**config.mk**
```make
export PLATFORM = sky130hd
export DESIGN_NAME = soft_color_key_alpha
export DESIGN_NICKNAME = d
export VERILOG_FILES = /design/src/rtl/sck_pkg.sv /design/src/rtl/sck_dist.sv /design/src/rtl/sck_sqrt.sv /design/src/rtl/sck_ramp.sv /design/src/rtl/soft_color_key_alpha.sv
export SDC_FILE = /design/constraint.sdc
export NUM_CORES = 2
export LEC_CHECK = 0
export BUFFER_PORTS_ARGS = -buffer_cell sky130_fd_sc_hd__buf_4
export CAP_MARGIN = 20
export CORE_ASPECT_RATIO = 1.5
export CORE_UTILIZATION = 45
export CTS_CLUSTER_DIAMETER = 30
export CTS_CLUSTER_SIZE = 14
export DETAILED_ROUTE_END_ITERATION = 10
export MAX_ROUTING_LAYER = met4
export PLACE_DENSITY_LB_ADDON = 0.08
export SKIP_LAST_GASP = 1
export SLEW_MARGIN = 10
export SYNTH_ARGS = -nofsm -noshare
export SYNTH_HDL_FRONTEND = slang
export SYNTH_SLANG_ARGS = --single-unit
```
**constraint.sdc**
```tcl
create_clock -name clk -period 18.2 [get_ports clk]
set_input_delay 0.91 -clock clk [delete_from_list [all_inputs] [get_ports clk]]
set_output_delay 0.91 -clock clk [all_outputs]
set_load 0.005 [all_outputs]
```
**src/rtl/sck_pkg.sv**
```systemverilog
`timescale 1ns / 1ps
// ----------------------------------------------------------------------------
// sck_pkg
// Shared types, constants and helpers for the soft color key alpha pipeline.
// ----------------------------------------------------------------------------
package sck_pkg;

  localparam int CH_W       = 8;
  localparam int PIX_W      = 4 * CH_W;
  localparam int CFG_ADDR_W = 2;
  localparam int CFG_DATA_W = 8;

  localparam logic [CFG_ADDR_W-1:0] REG_ENABLE    = 2'd0;
  localparam logic [CFG_ADDR_W-1:0] REG_KEY_RED   = 2'd1;
  localparam logic [CFG_ADDR_W-1:0] REG_KEY_GREEN = 2'd2;
  localparam logic [CFG_ADDR_W-1:0] REG_KEY_BLUE  = 2'd3;

  localparam int MODE_W = 2;
  localparam logic [MODE_W-1:0] MODE_PASS = 2'd0;
  localparam logic [MODE_W-1:0] MODE_ZERO = 2'd1;
  localparam logic [MODE_W-1:0] MODE_RAMP = 2'd2;

  // squared distance
  localparam int SQ_W      = 2 * CH_W;
  localparam int D2_W      = SQ_W + 2;
  localparam int D2_RAMP_W = 10;
  localparam int D2_LOW    = 36;
  localparam int D2_HIGH   = 576;

  // square root, 12 fraction bits, result below 32.0
  localparam int FRAC_BITS = 12;
  localparam int ROOT_W    = 17;
  localparam int REM_W     = 35;
  localparam int SQ_STEPS  = ROOT_W;
  localparam logic [ROOT_W-1:0] LOW_FX  = ROOT_W'(6 << FRAC_BITS);
  localparam logic [ROOT_W-1:0] HIGH_FX = ROOT_W'(24 << FRAC_BITS);

  // ramp: (a*(R-LOW_FX) + 9*4096) / (18*4096) = ((num >> 13) / 9)
  localparam int NUM_W     = 25;
  localparam int HALF_SPAN = 9 << FRAC_BITS;
  localparam int X_W       = NUM_W - (FRAC_BITS + 1);
  localparam int RECIP9    = 3641;
  localparam int P_W       = 23;

  typedef struct packed {
    logic [CH_W-1:0] alpha;
    logic [CH_W-1:0] blue;
    logic [CH_W-1:0] green;
    logic [CH_W-1:0] red;
  } pix_t;

  typedef struct packed {
    logic            enable;
    logic [CH_W-1:0] red;
    logic [CH_W-1:0] green;
    logic [CH_W-1:0] blue;
  } key_t;

  typedef struct packed {
    pix_t              pix;
    logic [MODE_W-1:0] mode;
  } beat_t;

  typedef struct packed {
    logic [REM_W-1:0]  rem;
    logic [ROOT_W-1:0] root;
  } sq_t;

  // one digit of the bitwise integer square root, result bit k
  function automatic sq_t sqrt_step(sq_t s, int unsigned k);
    logic [REM_W-1:0] trial;
    sq_t              o;
    trial = (REM_W'(s.root) << (k + 1)) | (REM_W'(1) << (2 * k));
    o = s;
    if (s.rem >= trial) begin
      o.rem  = s.rem - trial;
      o.root = s.root | (ROOT_W'(1) << k);
    end
    return o;
  endfunction

endpackage

```
**src/rtl/sck_dist.sv**
```systemverilog
`timescale 1ns / 1ps
// ----------------------------------------------------------------------------
// sck_dist
// Three-stage squared RGB distance to the key and ramp mode select.
// ----------------------------------------------------------------------------
module sck_dist
  import sck_pkg::*;
(
  input  logic                 clk,
  input  logic                 rst_n,
  input  key_t                 key,
  input  logic                 in_valid,
  output logic                 in_ready,
  input  pix_t                 in_pix,
  output logic                 out_valid,
  input  logic                 out_ready,
  output beat_t                out_beat,
  output logic [D2_RAMP_W-1:0] out_d2
);

  logic v0_r, v1_r, v2_r;
  logic adv0, adv1, adv2;

  pix_t            pix0_r, pix1_r;
  logic            en0_r, en1_r;
  logic [CH_W-1:0] ad_r [3];
  logic [SQ_W-1:0] sq_r [3];

  beat_t                beat2_r;
  logic [D2_RAMP_W-1:0] d2_2_r;

  logic [D2_W-1:0]   sum;
  logic [MODE_W-1:0] mode;

  function automatic logic [CH_W-1:0] absdiff(logic [CH_W-1:0] a, logic [CH_W-1:0] b);
    return (a > b) ? a - b : b - a;
  endfunction

  assign adv2     = !v2_r || out_ready;
  assign adv1     = !v1_r || adv2;
  assign adv0     = !v0_r || adv1;
  assign in_ready = adv0;

  always_ff @(posedge clk) begin
    if (!rst_n) begin
      v0_r <= 1'b0;
      v1_r <= 1'b0;
      v2_r <= 1'b0;
    end else begin
      if (adv0) v0_r <= in_valid;
      if (adv1) v1_r <= v0_r;
      if (adv2) v2_r <= v1_r;
    end
  end

  always_comb begin
    sum = D2_W'(sq_r[0]) + D2_W'(sq_r[1]) + D2_W'(sq_r[2]);
    if (!en1_r) begin
      mode = MODE_PASS;
    end else if (sum <= D2_W'(D2_LOW)) begin
      mode = MODE_ZERO;
    end else if (sum >= D2_W'(D2_HIGH)) begin
      mode = MODE_PASS;
    end else begin
      mode = MODE_RAMP;
    end
  end

  always_ff @(posedge clk) begin
    if (adv0) begin
      pix0_r <= in_pix;
      en0_r  <= key.enable;
      ad_r[0] <= absdiff(in_pix.red, key.red);
      ad_r[1] <= absdiff(in_pix.green, key.green);
      ad_r[2] <= absdiff(in_pix.blue, key.blue);
    end
    if (adv1) begin
      pix1_r  <= pix0_r;
      en1_r   <= en0_r;
      sq_r[0] <= SQ_W'(ad_r[0]) * SQ_W'(ad_r[0]);
      sq_r[1] <= SQ_W'(ad_r[1]) * SQ_W'(ad_r[1]);
      sq_r[2] <= SQ_W'(ad_r[2]) * SQ_W'(ad_r[2]);
    end
    if (adv2) begin
      beat2_r.pix  <= pix1_r;
      beat2_r.mode <= mode;
      d2_2_r       <= sum[D2_RAMP_W-1:0];
    end
  end

  assign out_valid = v2_r;
  assign out_beat  = beat2_r;
  assign out_d2    = d2_2_r;

endmodule

```
**src/rtl/sck_sqrt.sv**
```systemverilog
`timescale 1ns / 1ps
// ----------------------------------------------------------------------------
// sck_sqrt
// Pipelined integer square root of d2 << 24, one result bit per stage.
// ----------------------------------------------------------------------------
module sck_sqrt
  import sck_pkg::*;
(
  input  logic                 clk,
  input  logic                 rst_n,
  input  logic                 in_valid,
  output logic                 in_ready,
  input  beat_t                in_beat,
  input  logic [D2_RAMP_W-1:0] in_d2,
  output logic                 out_valid,
  input  logic                 out_ready,
  output beat_t                out_beat,
  output logic [ROOT_W-1:0]    out_root
);

  logic [SQ_STEPS-1:0] vld_r;
  logic [SQ_STEPS-1:0] adv;
  sq_t                 sq_r   [SQ_STEPS];
  beat_t               beat_r [SQ_STEPS];

  for (genvar i = 0; i < SQ_STEPS; i++) begin : g_stage
    sq_t   sq_in;
    beat_t beat_in;
    logic  v_in;

    if (i == 0) begin : g_first
      assign sq_in   = '{rem: REM_W'(in_d2) << (2 * FRAC_BITS), root: '0};
      assign beat_in = in_beat;
      assign v_in    = in_valid;
    end else begin : g_next
      assign sq_in   = sq_r[i-1];
      assign beat_in = beat_r[i-1];
      assign v_in    = vld_r[i-1];
    end

    if (i == SQ_STEPS - 1) begin : g_last
      assign adv[i] = !vld_r[i] || out_ready;
    end else begin : g_mid
      assign adv[i] = !vld_r[i] || adv[i+1];
    end

    always_ff @(posedge clk) begin
      if (!rst_n) begin
        vld_r[i] <= 1'b0;
      end else if (adv[i]) begin
        vld_r[i] <= v_in;
      end
    end

    always_ff @(posedge clk) begin
      if (adv[i]) begin
        sq_r[i]   <= sqrt_step(sq_in, SQ_STEPS - 1 - i);
        beat_r[i] <= beat_in;
      end
    end
  end

  assign in_ready  = adv[0];
  assign out_valid = vld_r[SQ_STEPS-1];
  assign out_beat  = beat_r[SQ_STEPS-1];
  assign out_root  = sq_r[SQ_STEPS-1].root;

endmodule

```
**src/rtl/sck_ramp.sv**
```systemverilog
`timescale 1ns / 1ps
// ----------------------------------------------------------------------------
// sck_ramp
// Alpha ramp: scale by root offset, divide by 18*4096 with rounding, select.
// ----------------------------------------------------------------------------
module sck_ramp
  import sck_pkg::*;
(
  input  logic              clk,
  input  logic              rst_n,
  input  logic              in_valid,
  output logic              in_ready,
  input  beat_t             in_beat,
  input  logic [ROOT_W-1:0] in_root,
  output logic              out_valid,
  input  logic              out_ready,
  output pix_t              out_pix
);

  logic v0_r, v1_r, v2_r;
  logic adv0, adv1, adv2;

  beat_t            beat0_r, beat1_r;
  logic [NUM_W-1:0] num0_r;
  logic [P_W-1:0]   p1_r;
  pix_t             pix2_r;

  logic [ROOT_W-1:0] diff;
  logic [NUM_W-1:0]  num;
  logic [CH_W-1:0]   q;
  pix_t              pix_nxt;

  assign adv2     = !v2_r || out_ready;
  assign adv1     = !v1_r || adv2;
  assign adv0     = !v0_r || adv1;
  assign in_ready = adv0;

  always_ff @(posedge clk) begin
    if (!rst_n) begin
      v0_r <= 1'b0;
      v1_r <= 1'b0;
      v2_r <= 1'b0;
    end else begin
      if (adv0) v0_r <= in_valid;
      if (adv1) v1_r <= v0_r;
      if (adv2) v2_r <= v1_r;
    end
  end

  always_comb begin
    diff = in_root - LOW_FX;
    num  = NUM_W'(in_beat.pix.alpha) * NUM_W'(diff) + NUM_W'(HALF_SPAN);
    // floor(x/9) = (x*3641) >> 15, exact for x below 32768
    q    = p1_r[P_W-1 -: CH_W];
    pix_nxt = beat1_r.pix;
    case (beat1_r.mode)
      MODE_ZERO: pix_nxt.alpha = '0;
      MODE_RAMP: pix_nxt.alpha = q;
      default:   pix_nxt.alpha = beat1_r.pix.alpha;
    endcase
  end

  always_ff @(posedge clk) begin
    if (adv0) begin
      beat0_r <= in_beat;
      num0_r  <= num;
    end
    if (adv1) begin
      beat1_r <= beat0_r;
      p1_r    <= P_W'(num0_r[NUM_W-1 -: X_W]) * P_W'(RECIP9);
    end
    if (adv2) begin
      pix2_r <= pix_nxt;
    end
  end

  assign out_valid = v2_r;
  assign out_pix   = pix2_r;

endmodule

```
**src/rtl/soft_color_key_alpha.sv**
```systemverilog
`timescale 1ns / 1ps
// ----------------------------------------------------------------------------
// soft_color_key_alpha
// RGBA8 pixel stream; alpha lowered by a soft ramp on distance to a key color.
// ----------------------------------------------------------------------------
// channel   dir  beat fields
// in_*      in   tdata: red, green, blue, alpha (8 bits each, red lowest)
// out_*     out  tdata: out_red, out_green, out_blue, out_alpha (red lowest)
// cfg_*     in   write: addr 0 enable, 1 key red, 2 key green, 3 key blue
//
// One pixel per cycle sustained while the output is ready; 3 distance stages,
// 17 square root stages, one result bit each, and 3 ramp stages.
// Reset is synchronous, active low; clears valid bits and key registers.
// A stalled output holds; bubbles ahead of it still fill, so input is taken
// until every stage holds a beat.
// ----------------------------------------------------------------------------
module soft_color_key_alpha
  import sck_pkg::*;
(
  input  logic                  clk,
  input  logic                  rst_n,
  input  logic                  in_tvalid,
  output logic                  in_tready,
  input  logic [PIX_W-1:0]      in_tdata,   // red, green, blue, alpha
  output logic                  out_tvalid,
  input  logic                  out_tready,
  output logic [PIX_W-1:0]      out_tdata,  // out_red, out_green, out_blue, out_alpha
  input  logic                  cfg_we,
  input  logic [CFG_ADDR_W-1:0] cfg_addr,
  input  logic [CFG_DATA_W-1:0] cfg_wdata
);

  key_t key_r;

  logic                 dist_vld, dist_rdy;
  beat_t                dist_beat;
  logic [D2_RAMP_W-1:0] dist_d2;

  logic              sq_vld, sq_rdy;
  beat_t             sq_beat;
  logic [ROOT_W-1:0] sq_root;

  pix_t out_pix;

  always_ff @(posedge clk) begin
    if (!rst_n) begin
      key_r <= '0;
    end else if (cfg_we) begin
      unique case (cfg_addr)
        REG_ENABLE:    key_r.enable <= cfg_wdata[0];
        REG_KEY_RED:   key_r.red    <= cfg_wdata;
        REG_KEY_GREEN: key_r.green  <= cfg_wdata;
        REG_KEY_BLUE:  key_r.blue   <= cfg_wdata;
        default: ;
      endcase
    end
  end

  sck_dist u_dist (
    .clk       (clk),
    .rst_n     (rst_n),
    .key       (key_r),
    .in_valid  (in_tvalid),
    .in_ready  (in_tready),
    .in_pix    (pix_t'(in_tdata)),
    .out_valid (dist_vld),
    .out_ready (dist_rdy),
    .out_beat  (dist_beat),
    .out_d2    (dist_d2)
  );

  sck_sqrt u_sqrt (
    .clk       (clk),
    .rst_n     (rst_n),
    .in_valid  (dist_vld),
    .in_ready  (dist_rdy),
    .in_beat   (dist_beat),
    .in_d2     (dist_d2),
    .out_valid (sq_vld),
    .out_ready (sq_rdy),
    .out_beat  (sq_beat),
    .out_root  (sq_root)
  );

  sck_ramp u_ramp (
    .clk       (clk),
    .rst_n     (rst_n),
    .in_valid  (sq_vld),
    .in_ready  (sq_rdy),
    .in_beat   (sq_beat),
    .in_root   (sq_root),
    .out_valid (out_tvalid),
    .out_ready (out_tready),
    .out_pix   (out_pix)
  );

  assign out_tdata = PIX_W'(out_pix);

`ifndef ASSERT_OFF
  a_ramp_range: assert property (@(posedge clk) disable iff (!rst_n)
    dist_vld && dist_beat.mode == MODE_RAMP |->
      dist_d2 > D2_RAMP_W'(D2_LOW) && dist_d2 < D2_RAMP_W'(D2_HIGH))
    else $error("ramp beat with distance outside ramp band");

  a_root_range: assert property (@(posedge clk) disable iff (!rst_n)
    sq_vld && sq_beat.mode == MODE_RAMP |-> sq_root > LOW_FX && sq_root < HIGH_FX)
    else $error("square root out of ramp band");

  a_ready_chain: assert property (@(posedge clk) disable iff (!rst_n)
    out_tready |-> in_tready && dist_rdy && sq_rdy)
    else $error("pipeline stalled while output drains");

  a_reset_empty: assert property (@(posedge clk)
    !rst_n |=> !out_tvalid && !sq_vld && !dist_vld)
    else $error("valid beat right after reset");
`endif

endmodule

```
==> impl_metrics.env <==
export IMPL_drtIter0Drc=1294
export IMPL_drtPass1Iterations=5
export IMPL_synth_top_area_share=0.6091
export IMPL_hold_viol=0
export IMPL_yosys_area_top_type="edfxtp_1"
export IMPL_dominantRegCellSynth="edfxtp_1"
export IMPL_intPower_mw=10.11
export IMPL_critPathArrivalTime_ns=6.17
export IMPL_start_kind="flop"
export IMPL_fill_cells=12290
export IMPL_areaGrowthSynthToFinish_pct=15.78
export IMPL_powerDensity_mw_per_mm2=206.0
export IMPL_ys_seq_area_frac=0.6237
export IMPL_netSwitchingFraction=0.3576
export IMPL_initial_core_util=0.4547
export IMPL_p_leak_nw=31.71
export IMPL_drtAntennaViolNets=0
export IMPL_clkPwrFrac=0.257
export IMPL_fin_crit_ns=5.596
export IMPL_grt_remaining_overflow=0
export IMPL_fin_crit_sh=0.3075
export IMPL_comb_power_share=0.434
export IMPL_hold_slack_ns=0.2814
export IMPL_cts_hold_buf=0
export IMPL_tritoncts="built"
export IMPL_drv_slew=0
export IMPL_cap_viol_max_count=0
export IMPL_setup_worst_path_class="reg2reg"
export IMPL_ir_drop_mv=0.2344
export IMPL_min_path_type="in2reg"
export IMPL_worst_pin_slew_ns=1.032
export IMPL_setup_viol=0
export IMPL_vias_per_cell=4.969
export IMPL_slew_headroom=0.2941
export IMPL_first_global_vias=37470
export IMPL_die_w_um=314.6
export IMPL_cts_resized=0
export IMPL_track_usage=0.1674
export IMPL_drc_errors=0
export IMPL_gp_congestion=0.8084
export IMPL_ys_top_cells_by_count="edfxtp_1, inv_1, ha_1"
export IMPL_synthArstFlopShare=0
export IMPL_ys_types=83
export IMPL_fin_nets=5651
export IMPL_cts_buffers=213
export IMPL_clk_pin_slew_ns=0.06
export IMPL_io_pins=81
export IMPL_grt_pass1_wl_um=189900
export IMPL_ys_ff_latch=1386
export IMPL_synth_warnings=0
export IMPL_rsz0062_at_grt="false"
export IMPL_synth_area_leaders="edfxtp_1, ha_1, fa_1"
export IMPL_crit_fanout=18
export IMPL_avgSynthCellArea_um2=14.03
export IMPL_yosysMostFrequentCell="edfxtp_1"
export IMPL_fmax_ghz=0.1787
export IMPL_netlist_instances=4700
export IMPL_grt_max_degree=79
export IMPL_h_tree_depth=4
export IMPL_switching_power_mw=5.626
export IMPL_worstSetupEndpointType="flop"
export IMPL_port_buffers=80
export IMPL_clk_path_buf_depth=3
export IMPL_synth_edf_count=1338
export IMPL_status="completed"
export IMPL_dieArea_mm2=0.1481
export IMPL_num_vias=35050
export IMPL_antenna_found_initial=1
export IMPL_dieHeight_um=470.9
export IMPL_rows=171
export IMPL_syn_area_mm2=0.06596
export IMPL_dp_hpwl_um=84990
export IMPL_core_area_mm2=0.1451
export IMPL_fin_skew_ns=0.04879
export IMPL_pwr_share_seq=0.310
export IMPL_clock_latency_ns=0.83
export IMPL_required_ns=18.78
export IMPL_wl_um=116500
export IMPL_root_buffer="clkbuf_16"
export IMPL_routedWlPerCell_um=16.51
export IMPL_cts_setup_buffers=0
export IMPL_cts_sinks=1386
export IMPL_setup_tns_final_ns=0
export IMPL_final_layout_size_suffix_gt1_frac=0.1136
final timing paths:
check	start	end	slack (ns)	cells past startpoint
min reg2reg	u_sqrt.beat_r[3][121]	u_sqrt.beat_r[4][19]	0.39	0
min	in_tdata[25]	u_dist.pix0_r[25]	0.28	1
max reg2reg	u_sqrt.beat_r[4][32]	u_ramp.num0_r[24]	12.60	17
max	u_sqrt.beat_r[4][32]	u_ramp.num0_r[24]	12.60	17
state kept, by name, summed over array words and instances, names as in the netlist, 8 cells and up:
signal	count
key_r	25
u_dist.ad_r	24
u_dist.out_beat	34
u_dist.out_d2	10
u_dist.pix0_r	32
u_dist.pix1_r	32
u_dist.sq_r	45
u_ramp.beat0_r	34
u_ramp.beat1_r	34
u_ramp.num0_r	12
u_ramp.out_pix	32
u_ramp.p1_r	8
u_sqrt.beat_r	578
u_sqrt.g_stage.v_in	16
u_sqrt.sq_r	461
through the flow:
step	setup WS, ns	total power [mW]	instances	util	instance area, um2
CTS	12.53	16.02	7051	0.5262	76330
detailed placement	12.50	11.82	6649	0.4753	68950
floorplan	11.55	10.29	4702	-	65970
global route	12.21	17.20	7054	0.5265	76370
finish	12.60	15.73	7054	0.5265	76370
global placement	12.50	11.81	6649	0.4753	68950
per-layer routing:
metal / up-vias / share of wire / track usage
met3: 226 / 0.033 / 0.03176
met2: 464 / 0.58 / 0.3240
met5: - / 0 / -
met4: 0 / 0.030 / 0.06216
li1: 17350 / - / -
met1: 17020 / 0.36 / 0.1604
cells by family (layout without fill, tap and decap cells):
family,after synthesis,in the layout,synth area share
XOR/XNOR,311,311,0.04129
adder cells (fa/ha/maj),641,641,0.1457
AO/OA/AOI/OAI,620,620,0.05926
flip-flops,1386,1386,0.6237
AND/OR/NAND/NOR,1028,1028,0.07836
multiplexers,102,102,0.01646
buffers and inverters,611,1059,0.03517
other,1,4,0.00005685
critical path, stage by stage (launching register included):
cell and delay, ns:
edfxtp_1 0.84, nand2_1 0.16, fa_1 0.52, fa_1 0.57, inv_1 0.06, fa_1 0.53
inv_1 0.06, fa_1 0.52, inv_1 0.04, ha_1 0.29, and4b_1 0.20, a221oi_1 0.52
a31oi_1 0.17, a21oi_1 0.27, o31ai_1 0.16, a21oi_1 0.24, o21bai_1 0.10, xnor2_1 0.12
area by class of cell:
type / count / area [um2] / area share
antenna: 1 / 2.502 / 0.00003277
clock buffer: 224 / 5371 / 0.07033
clock inverter: 178 / 2001 / 0.02620
inverter: 551 / 2071 / 0.02711
multi-input combinational: 2705 / 22580 / 0.2957
sequential: 1386 / 41140 / 0.5387
tap: 1903 / 2381 / 0.03118
timing repair buffer: 106 / 820.8 / 0.01075
cells in the final DEF, fill, tap and decap left out, types with 85 or more instances in the layout:
| master | instances |
|---|---|
| nor2_1 | 219 |
| inv_1 | 541 |
| and2_1 | 129 |
| nor2b_1 | 86 |
| a21oi_1 | 219 |
| ha_1 | 429 |
| fa_1 | 212 |
| buf_4 | 104 |
| nand2_1 | 249 |
| clkbuf_16 | 213 |
| nor3_1 | 85 |
| o21ai_0 | 132 |
| xnor2_1 | 193 |
| xor2_1 | 118 |
| edfxtp_1 | 1338 |
power groups by stage:
stage	Clock, mW	Combinational, mW	Sequential (mW)
floorplan	0	5.52	4.77
global placement	0	6.89	4.93
detailed placement	0	6.88	4.93
CTS	4.16	6.99	4.88
global route	4.29	7.97	4.94
finish	4.04	6.82	4.87
No activity file was read; power rests on OpenSTA's default activity.
